## src/sv/named_semaphore_table_defines.svh

```systemverilog
// ----------------------------------------------------------------------------
// named semaphore table assertion macros
// shared property forms for the semaphore table checks
// ----------------------------------------------------------------------------
`ifndef NAMED_SEMAPHORE_TABLE_DEFINES_SVH
`define NAMED_SEMAPHORE_TABLE_DEFINES_SVH

// same-cycle implication, disabled while in reset
`define NST_ASSERT_NOW(lbl, clk, rst_n, ante, cons, msg) \
  lbl: assert property (@(posedge clk) disable iff (!rst_n) (ante) |-> (cons)) \
    else $error(msg);

// next-cycle implication, disabled while in reset
`define NST_ASSERT_NEXT(lbl, clk, rst_n, ante, cons, msg) \
  lbl: assert property (@(posedge clk) disable iff (!rst_n) (ante) |=> (cons)) \
    else $error(msg);

`endif

```

## src/sv/nst_pkg.sv

```systemverilog
`timescale 1ns / 1ps
// ----------------------------------------------------------------------------
// nst_pkg
// types and codes shared by the named semaphore table
// ----------------------------------------------------------------------------
package nst_pkg;

  // operation codes of an input word
  typedef enum logic [1:0] {
    OP_OPEN   = 2'd0,
    OP_WAIT   = 2'd1,
    OP_POST   = 2'd2,
    OP_UNLINK = 2'd3
  } nst_op_t;

  // result status codes
  typedef enum logic [2:0] {
    ST_OK         = 3'd0,
    ST_EXISTING   = 3'd1,
    ST_FULL       = 3'd2,
    ST_BLOCK      = 3'd3,
    ST_NOT_FOUND  = 3'd4,
    ST_BAD_HANDLE = 3'd5
  } nst_status_t;

  // sequencer states
  typedef enum logic [1:0] {
    S_IDLE,
    S_SCAN,
    S_FETCH,
    S_EXEC
  } nst_state_t;

  // top of the semaphore value and of the open count
  localparam logic signed [15:0] VAL_MAX = 16'sh7FFF;
  localparam logic [15:0]        CNT_MAX = 16'hFFFF;

  // input word
  typedef struct packed {
    nst_op_t     operation;
    logic [63:0] name_key;
    logic [14:0] initial_value;
    logic [2:0]  handle;
  } nst_in_t;

  // result word
  typedef struct packed {
    nst_status_t        status;
    logic [2:0]         result_handle;
    logic signed [15:0] value_after;
    logic               wake_request;
  } nst_out_t;

endpackage

```

## src/sv/named_semaphore_table.sv

```systemverilog
`timescale 1ns / 1ps
// ----------------------------------------------------------------------------
// named_semaphore_table
// table of named counting semaphores: open, wait, post and unlink
// ----------------------------------------------------------------------------
// Pulse start with a word while busy is low; exactly one result word comes
// back on out_word, marked by a single-cycle out_valid strobe that cannot be
// held off. Wait and post hold busy through the entry fetch and then the
// read-modify-write, and the result appears on the cycle after; a wait or
// post on a bad or free handle is answered the cycle after start with busy
// never raised. Open and unlink scan the key store one entry per cycle
// through its single read port: busy ends with the last compare when no
// live key matches, or runs on through fetch and update after a hit.
// All value and count arithmetic goes through one shared 16-bit
// increment/decrement unit.
module named_semaphore_table #(
  parameter int ENTRIES = 8
) (
  input  logic              clk,
  input  logic              rst_n,
  input  logic              start,
  output logic              busy,
  input  nst_pkg::nst_in_t  in_word,
  output logic              out_valid,
  output nst_pkg::nst_out_t out_word
);
  import nst_pkg::*;

  localparam int               IW       = (ENTRIES > 1) ? $clog2(ENTRIES) : 1;
  localparam logic [IW:0]      LAST_CNT = (IW + 1)'(ENTRIES);
  localparam logic [IW-1:0]    LAST_IDX = IW'(ENTRIES - 1);

  // control registers
  nst_state_t             state_r, state_nxt;
  logic [ENTRIES-1:0]     in_use_r, in_use_nxt;
  logic [IW:0]            scan_cnt_r, scan_cnt_nxt;
  logic                   cmp_vld_r, cmp_vld_nxt;
  logic [IW-1:0]          cmp_idx_r, cmp_idx_nxt;
  logic                   free_vld_r, free_vld_nxt;
  logic [IW-1:0]          free_idx_r, free_idx_nxt;
  logic [IW-1:0]          tgt_r, tgt_nxt;
  logic                   out_valid_r, out_valid_nxt;

  // payload registers
  nst_in_t                req_r, req_nxt;
  nst_out_t               out_word_r, out_word_nxt;

  // entry stores
  logic [63:0]            key_mem [ENTRIES];
  logic signed [15:0]     val_mem [ENTRIES];
  logic [15:0]            cnt_mem [ENTRIES];
  logic [63:0]            key_rd_r;
  logic signed [15:0]     val_rd_r;
  logic [15:0]            cnt_rd_r;
  logic [IW-1:0]          rd_addr;
  logic [IW-1:0]          wr_addr;
  logic                   key_we, val_we, cnt_we;
  logic signed [15:0]     val_wd;
  logic [15:0]            cnt_wd;

  // shared increment/decrement unit
  logic [15:0]            alu_a;
  logic                   alu_inc;
  logic [15:0]            alu_sum;

  // decode helpers
  logic                   start_ok;
  logic                   in_is_scan;
  logic [IW-1:0]          h_idx;
  logic                   h_bad;
  logic                   req_is_open;
  logic                   req_is_scan;
  logic                   cmp_live;
  logic                   hit;
  logic                   scan_last;
  logic                   free_now;
  logic [IW-1:0]          free_sel;

  assign busy      = (state_r != S_IDLE);
  assign out_valid = out_valid_r;
  assign out_word  = out_word_r;

  // incoming word checks
  assign start_ok   = start && !busy;
  assign in_is_scan = (in_word.operation == OP_OPEN) || (in_word.operation == OP_UNLINK);
  assign h_idx      = IW'(in_word.handle);
  assign h_bad      = (32'(in_word.handle) >= ENTRIES) || !in_use_r[h_idx];

  // scan compare on the word read out last cycle
  assign req_is_open = (req_r.operation == OP_OPEN);
  assign req_is_scan = req_is_open || (req_r.operation == OP_UNLINK);
  assign cmp_live    = in_use_r[cmp_idx_r];
  assign hit         = (state_r == S_SCAN) && cmp_vld_r && cmp_live &&
                       (key_rd_r == req_r.name_key);
  assign scan_last   = (state_r == S_SCAN) && cmp_vld_r && (cmp_idx_r == LAST_IDX) && !hit;
  assign free_now    = free_vld_r || (cmp_vld_r && !cmp_live);
  assign free_sel    = free_vld_r ? free_idx_r : cmp_idx_r;

  // shared unit: counts for open and unlink, values for wait and post
  assign alu_a   = req_is_scan ? cnt_rd_r : val_rd_r;
  assign alu_inc = req_is_open || (req_r.operation == OP_POST);
  assign alu_sum = alu_inc ? (alu_a + 16'd1) : (alu_a - 16'd1);

  // next state
  always_comb begin
    state_nxt = state_r;
    unique case (state_r)
      S_IDLE: begin
        if (start_ok) begin
          if (in_is_scan) begin
            state_nxt = S_SCAN;
          end else if (!h_bad) begin
            state_nxt = S_FETCH;
          end
        end
      end
      S_SCAN: begin
        if (hit) begin
          state_nxt = S_FETCH;
        end else if (scan_last) begin
          state_nxt = S_IDLE;
        end
      end
      S_FETCH: state_nxt = S_EXEC;
      S_EXEC:  state_nxt = S_IDLE;
      default: state_nxt = S_IDLE;
    endcase
  end

  // datapath and result
  always_comb begin
    req_nxt       = req_r;
    in_use_nxt    = in_use_r;
    scan_cnt_nxt  = scan_cnt_r;
    cmp_vld_nxt   = 1'b0;
    cmp_idx_nxt   = cmp_idx_r;
    free_vld_nxt  = free_vld_r;
    free_idx_nxt  = free_idx_r;
    tgt_nxt       = tgt_r;
    out_valid_nxt = 1'b0;
    out_word_nxt  = out_word_r;
    rd_addr       = tgt_r;
    wr_addr       = tgt_r;
    key_we        = 1'b0;
    val_we        = 1'b0;
    cnt_we        = 1'b0;
    val_wd        = val_rd_r;
    cnt_wd        = cnt_rd_r;
    unique case (state_r)
      S_IDLE: begin
        if (start_ok) begin
          req_nxt      = in_word;
          scan_cnt_nxt = '0;
          free_vld_nxt = 1'b0;
          tgt_nxt      = h_idx;
          // wait or post on a handle with no live entry
          if (!in_is_scan && h_bad) begin
            out_valid_nxt              = 1'b1;
            out_word_nxt.status        = ST_BAD_HANDLE;
            out_word_nxt.result_handle = in_word.handle;
            out_word_nxt.value_after   = '0;
            out_word_nxt.wake_request  = 1'b0;
          end
        end
      end
      S_SCAN: begin
        // issue the next key read
        if (scan_cnt_r < LAST_CNT) begin
          rd_addr      = scan_cnt_r[IW-1:0];
          cmp_vld_nxt  = 1'b1;
          cmp_idx_nxt  = scan_cnt_r[IW-1:0];
          scan_cnt_nxt = scan_cnt_r + 1'b1;
        end
        // remember the lowest free entry seen
        if (cmp_vld_r && !cmp_live && !free_vld_r) begin
          free_vld_nxt = 1'b1;
          free_idx_nxt = cmp_idx_r;
        end
        if (hit) begin
          cmp_vld_nxt = 1'b0;
          tgt_nxt     = cmp_idx_r;
        end else if (scan_last) begin
          out_valid_nxt             = 1'b1;
          out_word_nxt.wake_request = 1'b0;
          if (req_is_open && free_now) begin
            // claim the lowest free entry
            wr_addr                    = free_sel;
            key_we                     = 1'b1;
            val_we                     = 1'b1;
            cnt_we                     = 1'b1;
            val_wd                     = {1'b0, req_r.initial_value};
            cnt_wd                     = 16'd1;
            in_use_nxt[free_sel]       = 1'b1;
            out_word_nxt.status        = ST_OK;
            out_word_nxt.result_handle = 3'(free_sel);
            out_word_nxt.value_after   = {1'b0, req_r.initial_value};
          end else begin
            out_word_nxt.status        = req_is_open ? ST_FULL : ST_NOT_FOUND;
            out_word_nxt.result_handle = '0;
            out_word_nxt.value_after   = '0;
          end
        end
      end
      S_FETCH: begin
        rd_addr = tgt_r;
      end
      S_EXEC: begin
        // read-modify-write of the target entry
        out_valid_nxt              = 1'b1;
        out_word_nxt.result_handle = 3'(tgt_r);
        out_word_nxt.value_after   = val_rd_r;
        out_word_nxt.wake_request  = 1'b0;
        out_word_nxt.status        = ST_OK;
        case (req_r.operation)
          OP_OPEN: begin
            cnt_we              = 1'b1;
            cnt_wd              = (cnt_rd_r == CNT_MAX) ? cnt_rd_r : alu_sum;
            out_word_nxt.status = ST_EXISTING;
          end
          OP_UNLINK: begin
            cnt_we = 1'b1;
            cnt_wd = (cnt_rd_r != '0) ? alu_sum : '0;
            if (cnt_rd_r == 16'd1 || cnt_rd_r == '0) begin
              in_use_nxt[tgt_r] = 1'b0;
            end
          end
          OP_WAIT: begin
            if (val_rd_r > 16'sd0) begin
              val_we                   = 1'b1;
              val_wd                   = alu_sum;
              out_word_nxt.value_after = alu_sum;
            end else begin
              out_word_nxt.status = ST_BLOCK;
            end
          end
          default: begin
            // post saturates at the top value
            val_we                    = 1'b1;
            val_wd                    = (val_rd_r < VAL_MAX) ? alu_sum : val_rd_r;
            out_word_nxt.value_after  = (val_rd_r < VAL_MAX) ? alu_sum : val_rd_r;
            out_word_nxt.wake_request = 1'b1;
          end
        endcase
      end
      default: ;
    endcase
  end

  // entry stores, registered read
  always_ff @(posedge clk) begin
    if (key_we) begin
      key_mem[wr_addr] <= req_r.name_key;
    end
    if (val_we) begin
      val_mem[wr_addr] <= val_wd;
    end
    if (cnt_we) begin
      cnt_mem[wr_addr] <= cnt_wd;
    end
    key_rd_r <= key_mem[rd_addr];
    val_rd_r <= val_mem[rd_addr];
    cnt_rd_r <= cnt_mem[rd_addr];
  end

  // control registers
  always_ff @(posedge clk) begin
    if (!rst_n) begin
      state_r     <= S_IDLE;
      in_use_r    <= '0;
      scan_cnt_r  <= '0;
      cmp_vld_r   <= 1'b0;
      free_vld_r  <= 1'b0;
      out_valid_r <= 1'b0;
    end else begin
      state_r     <= state_nxt;
      in_use_r    <= in_use_nxt;
      scan_cnt_r  <= scan_cnt_nxt;
      cmp_vld_r   <= cmp_vld_nxt;
      free_vld_r  <= free_vld_nxt;
      out_valid_r <= out_valid_nxt;
    end
  end

  // payload registers
  always_ff @(posedge clk) begin
    req_r      <= req_nxt;
    cmp_idx_r  <= cmp_idx_nxt;
    free_idx_r <= free_idx_nxt;
    tgt_r      <= tgt_nxt;
    out_word_r <= out_word_nxt;
  end

  // checks
  `include "named_semaphore_table_defines.svh"

  // a result word only follows an accepted word or work in progress
  `NST_ASSERT_NOW(a_out_has_cause, clk, rst_n, out_valid_r, $past(busy || start), "result word without a request")

  // wake only on a successful post
  `NST_ASSERT_NOW(a_wake_ok, clk, rst_n, out_valid_r && out_word_r.wake_request, out_word_r.status == ST_OK, "wake request with non-ok status")

  // table full is only reported with every entry live
  `NST_ASSERT_NOW(a_full_all_live, clk, rst_n, out_valid_r && out_word_r.status == ST_FULL, &in_use_r, "table full with a free entry")

  // live bits change only at the end of a scan or in the update step
  `NST_ASSERT_NOW(a_live_change, clk, rst_n, !$stable(in_use_r), $past(state_r == S_SCAN || state_r == S_EXEC), "live bits changed outside an update")

  // a completed update always yields a result next cycle
  `NST_ASSERT_NEXT(a_exec_result, clk, rst_n, state_r == S_EXEC, out_valid_r && !busy, "update step produced no result")

endmodule

```

## config.mk

```make
export PLATFORM = sky130hd
export DESIGN_NAME = named_semaphore_table
export DESIGN_NICKNAME = d
export VERILOG_FILES = /design/src/sv/nst_pkg.sv /design/src/sv/named_semaphore_table.sv
export VERILOG_INCLUDE_DIRS = /design/src /design/src/sv
export SDC_FILE = /design/constraint.sdc
export NUM_CORES = 1
export LEC_CHECK = 0
export ABC_AREA = 1
export BUFFER_PORTS_ARGS = -buffer_cell sky130_fd_sc_hd__buf_2
export CAP_MARGIN = 10
export CORE_MARGIN = 8
export CORE_UTILIZATION = 67
export DETAILED_ROUTE_END_ITERATION = 6
export GPL_TIMING_DRIVEN = 1
export PLACE_DENSITY = 0.85
export SLEW_MARGIN = 30
export SYNTH_ARGS = -nofsm -noshare
export SYNTH_HDL_FRONTEND = slang
export SYNTH_SLANG_ARGS = --single-unit
```

## constraint.sdc

```tcl
create_clock -name clk -period 11.1 [get_ports clk]
set_input_delay 1.11 -clock clk [delete_from_list [all_inputs] [get_ports clk]]
set_output_delay 1.11 -clock clk [all_outputs]
set_load 0.005 [all_outputs]
```

==> out/results.ini, run 1 <==
[timing]
slew-limit-headroom_pct = 34.71
setup-tns-final_ns = 0
worst_pin_slew_ns = 0.9794
setup_viol = 0
fmax_ghz = 0.1907
post-route-min-period_ns = 5.244
final-max-slew-violation-count = 0
period_share_pct = 47.24
hold_viol_final = 0
fin_skew_ns = 0.02505
rsz0062_at_grt = false

[detailed_routing]
antenna_left = 0
num_vias = 27390
drc = 31
wl_mm = 96.01
vias_per_cell = 6.250
drt_iter0_drc = 3718
wl_per_cell_microns = 21.90
dr.pass1.iters = 7

[placed_design]
numPortBuffers = 111
dp_hpwl_mm = 52.71
place.gp.congestion = 0.9805

[global_route]
grt_max_degree = 235
grt_overflow = 0
first_global_vias = 26510
grt_util_all_layers_pct = 27.69
antenna_found_initial = 2
grt_pass1_wl_mm = 146.5

[die]
dieWidth_microns = 260.5
initial_utilization_pct = 67.84
core_sq_mm = 0.05902
fp.dieH_microns = 260.5
dieArea_sq_mm = 0.06784
num_rows = 89
ios = 112

[cts]
cts_hold_buf = 0
clk_latency_ns = 0.65
cts_resized = 0
cts_buffer_depth = 3
cts_sinks = 994
cts_buffers = 93
cts_root_buf = clkbuf_16
h-tree-depth = 3
cts_setup_buffers = 0
tritoncts = built
clk_pin_slew_ns = 0.06

[run_status]
status = finished, violations left
violations = DRC

[worst_hold_path]
hp-class = flip-flop to flip-flop
hold_end = cmp_idx_r[1]$_DFFE_PP_
holdCritStartpoint = scan_cnt_r[1]$_SDFFE_PN0P_
hold_depth = 0

[yosys]
synth_top_area_share_pct = 66.07
syn_avg_cell_area_sq_um = 11.58
netlist_area_sq_mm = 0.04004
seq_area_frac_synth_pct = 71.73
synthTopCellsByArea = edfxtp_1 66%, nor2_1 7.6%, dfxtp_1 5.7%, o21ai_0 5.2%, nand2_1 3.5%
synth_warnings = 0
ys.flop_type = edfxtp_1
synth.distinct_cells = 47
async_flop_share_pct = 0
syn_nets = 3564
syn_inst = 3457
synth-edff-count = 881
synth_seq_cells = 994
synth.largest_area_cell = edfxtp_1

[cells_and_area]
drive_gt1_share_pct = 9.920
layout_common_cells = 881 x edfxtp_1, 802 x nor2_1, 416 x o21ai_0
syn_to_final_growth_pct = 10.84
nNetsFinal = 3639
final_common_cell = edfxtp_1
nFillCells = 3422

[pwr]
irDropWorstVdd_uv = 176.1
power_mw = 10.37
cellLeakagePower_nw = 15.93
p_per_area_mw_per_mm2 = 233.7

[setup_path]
critPathKind = flip-flop to flip-flop
cp-end-kind = flip-flop
arrival_ns = 5.51
r2r_setup_slack_ns = 5.86
path_max_fanout = 49
r2r_cells = 13
rr_endpoint = key_mem[7][41]$_DFFE_PP_
r2r-start = state_r[0]$_SDFFE_PN0P_
critPathRequiredTime_ns = 11.36
start_kind = flip-flop

[job]
drv_cap = 0

-- cells in the mapped netlist (14+ instances only) --
cell and instances:
dfxtp_1 113, buf_2 96, xor2_1 14, inv_1 165
clkbuf_1 63, ha_1 19, edfxtp_1 881, o21ai_0 418
nor2_1 810, a31oi_1 97, nand3_1 73, xnor2_1 19
o21ai_1 52, nand2_1 370, o22ai_1 97, a21oi_1 53
-- where the power goes --
group,switching [mW],total (mW),internal (mW)
registers,0.249,4.77,4.52
clock network,1.34,3.19,1.84
logic,1.73,2.41,0.683
-- per-layer routing --
| layer | up-vias | wire [microns] | global-route usage (%) |
|---|---|---|---|
| li1 | 12310 | - | - |
| met1 | 13080 | 35910 | 37.63 |
| met2 | 1718 | 46950 | 45.15 |
| met3 | 284 | 9899 | 4.375 |
| met4 | 0 | 3250 | 10.78 |
| met5 | - | 0 | 0 |
-- logic make-up (layout without fill, tap and decap cells) --
group | Yosys count | after routing | share of synthesized area, %
buffers and inverters | 351 | 503 | 3.628
and+or+nand+nor | 1314 | 1314 | 13.14
DFF | 994 | 994 | 71.72
adders and majority gates | 20 | 20 | 0.6438
AOI/OAI and AO/OA | 745 | 745 | 10.14
other | 0 | 1 | 0
xor gates and xnor gates | 33 | 33 | 0.7219
-- cell type report --
type                            count  area, sq um  area share, %
Tap cell                          773        967.2          2.179
Inverter                          178        683.2          1.539
Timing Repair Buffer              153        937.1          2.112
Antenna cell                        1        2.502       0.005639
Clock inverter                     38        387.9         0.8740
Multi-Input combinational cell   2112         9971          22.47
Sequential cell                   994        28720          64.71
Clock buffer                      134         2713          6.112
-- critical path, cell delays in order, from the launching register on --
cell and delay [ns]:
dfxtp_1 0.78, nand2_4 0.26, nor2_1 0.56, nand2_1 0.19, nor2_1 0.12, nand3_1 0.15
nor2_2 0.35, nand3_4 0.28, nand2_4 0.27, nand2_1 0.09, nand2_2 0.25, nand3_2 0.16
nor2_4 0.54, buf_4 0.80
-- metrics by stage --
step | hold slack (ns) | worst slack [ns] | util, % | cells | instance area (sq um)
after floorplan | 0.4305 | 6.292 | - | 3457 | 40040
after global placement | 0.4449 | 6.184 | 69.82 | 4209 | 41210
after detailed placement | 0.4481 | 6.070 | 69.87 | 4209 | 41240
after CTS | 0.4650 | 6.053 | 75.12 | 4381 | 44340
after global routing | 0.4736 | 5.766 | 75.19 | 4382 | 44380
final | 0.4657 | 5.856 | 75.19 | 4383 | 44380
-- registers in the layout, indices dropped and copies added (netlist names), 4 cells and up --
signal      cells
scan_cnt_r      4
cnt_mem       128
cnt_rd_r       16
req_r          81
in_use_r        8
out_word       23
val_rd_r       16
key_rd_r       64
key_mem       512
val_mem       128
-- worst max path at each step --
stage,slack [ns],start,to,cells past startpoint
finish,5.86,state_r[0]$_SDFFE_PN0P_,key_mem[7][41]$_DFFE_PP_,13
global route,5.77,state_r[0]$_SDFFE_PN0P_,key_mem[5][24]$_DFFE_PP_,13
CTS,6.05,state_r[0]$_SDFFE_PN0P_,key_mem[7][59]$_DFFE_PP_,13
detailed placement,6.07,state_r[0]$_SDFFE_PN0P_,key_mem[7][41]$_DFFE_PP_,13
global placement,6.18,state_r[0]$_SDFFE_PN0P_,key_mem[7][31]$_DFFE_PP_,13
floorplan,6.29,req_r[45]$_DFFE_PP_,key_mem[3][0]$_DFFE_PP_,13
(Power assumes the default switching activity.)
==> run 2: changes to the inputs <==
- ABC_AREA: 1 -> 0
- CORE_UTILIZATION: 67 -> 62
- PLACE_DENSITY: 0.85 -> 0.79
- clock period: 11.1 -> 5 ns (I/O delays scaled with it)
==> run 2 against run 1 <==
  * The run now ends clean
  * Worst hold slack lost 0.43 ns
  * Flip-flop and latch count did not move
  * Clock-buffer cell count down 10
  * Synthesized cell count shrank 44%
  * Clock skew increased by 0.029 ns
  * Combinational power rose by 13%
  * Clock power grew 130%
  * Sequential power up 110%
  * Design area fell by 0.69%
  * Register-to-register slack lost 5.4 ns
  * Non-clock buffer count is 57 higher
  * Critical path depth shrank 1
  * Critical endpoint is now cnt_mem[4][15]$_DFFE_PP_
  * Largest power group unchanged
==> out/results.ini, run 2 <==
[run_status]
status = finished, final reports clean

[yosys]
synth_top_area_share_pct = 68.96
synth_xor_area_share_pct = 1.826
synth-edff-count = 881
syn_avg_cell_area_sq_um = 19.73
synth.largest_area_cell = edfxtp_1
synth_commonest_cells = 881 x edfxtp_1, 195 x mux4_2, 113 x dfxtp_1
synth_top_family_by_area = multiplexers
post-synth-top-count-cell = edfxtp_1
syn_nets = 2051
synth_warnings = 0
synth_compound_area_share_pct = 3.053
synth_seq_cells = 994
synth.distinct_cells = 69
synthAdderAreaFrac_pct = 0.6719
seq_area_frac_synth_pct = 74.86
ys.flop_type = edfxtp_1
async_flop_share_pct = 0
syn_inst = 1944
synthMuxAreaShare_pct = 15.36
yosys.area_share.simple_pct = 3.063
synthTopCellsByArea = edfxtp_1 69%, mux4_2 11%, dfxtp_1 5.9%, mux2_2 3.2%, xor2_1 1.2%
netlist_area_sq_mm = 0.03836

[setup_path]
cp_slowest_stage_delay_ns = 0.72
startpoint = req_r[83]$_DFFE_PP_
slowest_stage = ha_1
crit_end = cnt_mem[4][15]$_DFFE_PP_
r2r_setup_slack_ns = 0.51
start_kind = flip-flop
path_max_fanout = 15
critPathRequiredTime_ns = 5.32
arrival_ns = 4.81
r2r-start = req_r[83]$_DFFE_PP_
critPathKind = flip-flop to flip-flop
cp-end-kind = flip-flop
worstPathCellList = inv_1, ha_1, mux2_2, ha_1, a21o_1, a21oi_1, o221ai_1, a41oi_1, o21ai_0, a21oi_1, xnor2_1, o21ai_0
rr_endpoint = cnt_mem[4][15]$_DFFE_PP_
r2r_cells = 12

[cts]
cts_buffer_depth = 3
clk_pin_slew_ns = 0.06
cts_sinks = 994
cts_resized = 0
cts_buffers = 96
cts_root_buf = clkbuf_16
clk_latency_ns = 0.67
h-tree-depth = 3
tritoncts = built

[pwr]
p_per_area_mw_per_mm2 = 457.2
irDropWorstVdd_uv = 455.9
power_mw = 20.15
cellLeakagePower_nw = 14.76

[cells_and_area]
diodes = 0
largest_reg_flops = 512
drive_gt1_share_pct = 29.14
layout_common_cells = 881 x edfxtp_1, 195 x mux4_2, 113 x dfxtp_1
fin_cells = 3048
nNetsFinal = 2282
multiInputGateArea_sq_mm = 0.009325
final_common_cell = edfxtp_1
reg_top3 = key_mem (512), cnt_mem (128), val_mem (128)
regArea_sq_mm = 0.02872
nFillCells = 3574
syn_to_final_growth_pct = 14.88
top_register = key_mem
final_area_sq_mm = 0.04407

[global_route]
grt_overflow = 0
grt_pass1_wl_mm = 127.3
first_global_vias = 20390
grt_max_degree = 109
antenna_found_initial = 1
grt_util_all_layers_pct = 24.08

[timing]
hold_viol_final = 0
post-route-min-period_ns = 4.494
setup_ws_ns = 0.5059
fin_skew_ns = 0.05450
rsz0062_at_grt = false
worst_pin_slew_ns = 0.9610
slew-limit-headroom_pct = 35.93
setup_viol = 0
final-max-slew-violation-count = 0
period_share_pct = 89.88
fmax_ghz = 0.2225

[die]
core_sq_mm = 0.06148
dieWidth_microns = 264.8
initial_utilization_pct = 62.40
num_rows = 91
dieArea_sq_mm = 0.07009
fp.dieH_microns = 264.8
ios = 112

[detailed_routing]
drc = 0
wl_mm = 84.49
antenna_left = 0
dr.pass1.iters = 5
vias_per_cell = 6.394
num_vias = 19490
wl_per_cell_microns = 27.72
drt_iter0_drc = 2024

[placed_design]
dp_hpwl_mm = 46.65
place.gp.congestion = 0.9396
placed_area_sq_mm = 0.04032
post-place-cells = 2824
pre_cts_ws_ns = 0.5997
numPortBuffers = 111

[job]
drv_cap = 0

[worst_hold_path]
hp-class = input port to flip-flop
hold_depth = 1
holdCritStartpoint = in_word[7]

## run 2: how the worst min path moves through the flow
stage,end,slack (ns)
floorplan,in_use_r[1]$_SDFFE_PN0P_,0.45
detailed placement,in_use_r[1]$_SDFFE_PN0P_,0.49
global placement,in_use_r[1]$_SDFFE_PN0P_,0.48
CTS,req_r[59]$_DFFE_PP_,0.004
global route,req_r[78]$_DFFE_PP_,0.004
finish,req_r[7]$_DFFE_PP_,0.03
## run 2: kinds of logic after synthesis
| logic type | count (synthesis) |
|---|---|
| AND/OR/NAND/NOR | 241 |
| flip-flops | 994 |
| multiplexers | 329 |
| adder cells (fa/ha/maj) | 20 |
| XOR/XNOR | 80 |
| buffers and inverters | 102 |
| AO/OA/AOI/OAI | 178 |
## run 2: timing repair
| action | 4_1_cts | 5_1_grt |
|---|---|---|
| hold buffers | 42 | 1 |
| buffers inserted | 0 | 0 |
| endpoints found under the hold margin | 42 | 1 |
## run 2: per-layer routing
metal / track usage, % / share of wire (%) / up-vias
met5: 0 / 0.021 / -
met4: 6.704 / 2.4 / 2
met3: 4.411 / 7.2 / 157
met2: 40.40 / 50 / 848
met1: 32.65 / 40 / 10130
li1: - / - / 8355
## run 2: critical path: cells and delay by family, from the launching register on
kind | cells | cell delay, ns
muxes | 1 | 0.41
DFF | 1 | 0.38
xor gates and xnor gates | 1 | 0.16
adders and majority gates | 2 | 1.11
AOI/OAI and AO/OA | 7 | 2.05
buffers and inverters | 1 | 0.08
## run 2: stage by stage
step / hold WS, ns / TNS (ns) / utilization, %
after detailed placement: 0.4889 / 0 / 65.57
final: 0.03367 / 0 / 71.68
after global placement: 0.4784 / 0 / 65.55
after global routing: 0.004137 / 0 / 71.68
after floorplan: 0.4531 / -49.84 / -
after CTS: 0.004274 / 0 / 71.65
## run 2: final cells by class
type / count / share of cell area [%]
Multi-Input combinational cell: 848 / 21.16
Timing Repair Buffer: 210 / 3.691
Clock inverter: 57 / 1.544
Inverter: 25 / 0.2186
Sequential cell: 994 / 65.16
Tap cell: 790 / 2.243
Clock buffer: 124 / 5.985
## run 2: report_power, final
group / switching [mW] / internal, mW
clock network: 3.09 / 4.33
registers: 0.394 / 9.60
logic: 1.51 / 1.22
total: 5.00 / 15.1
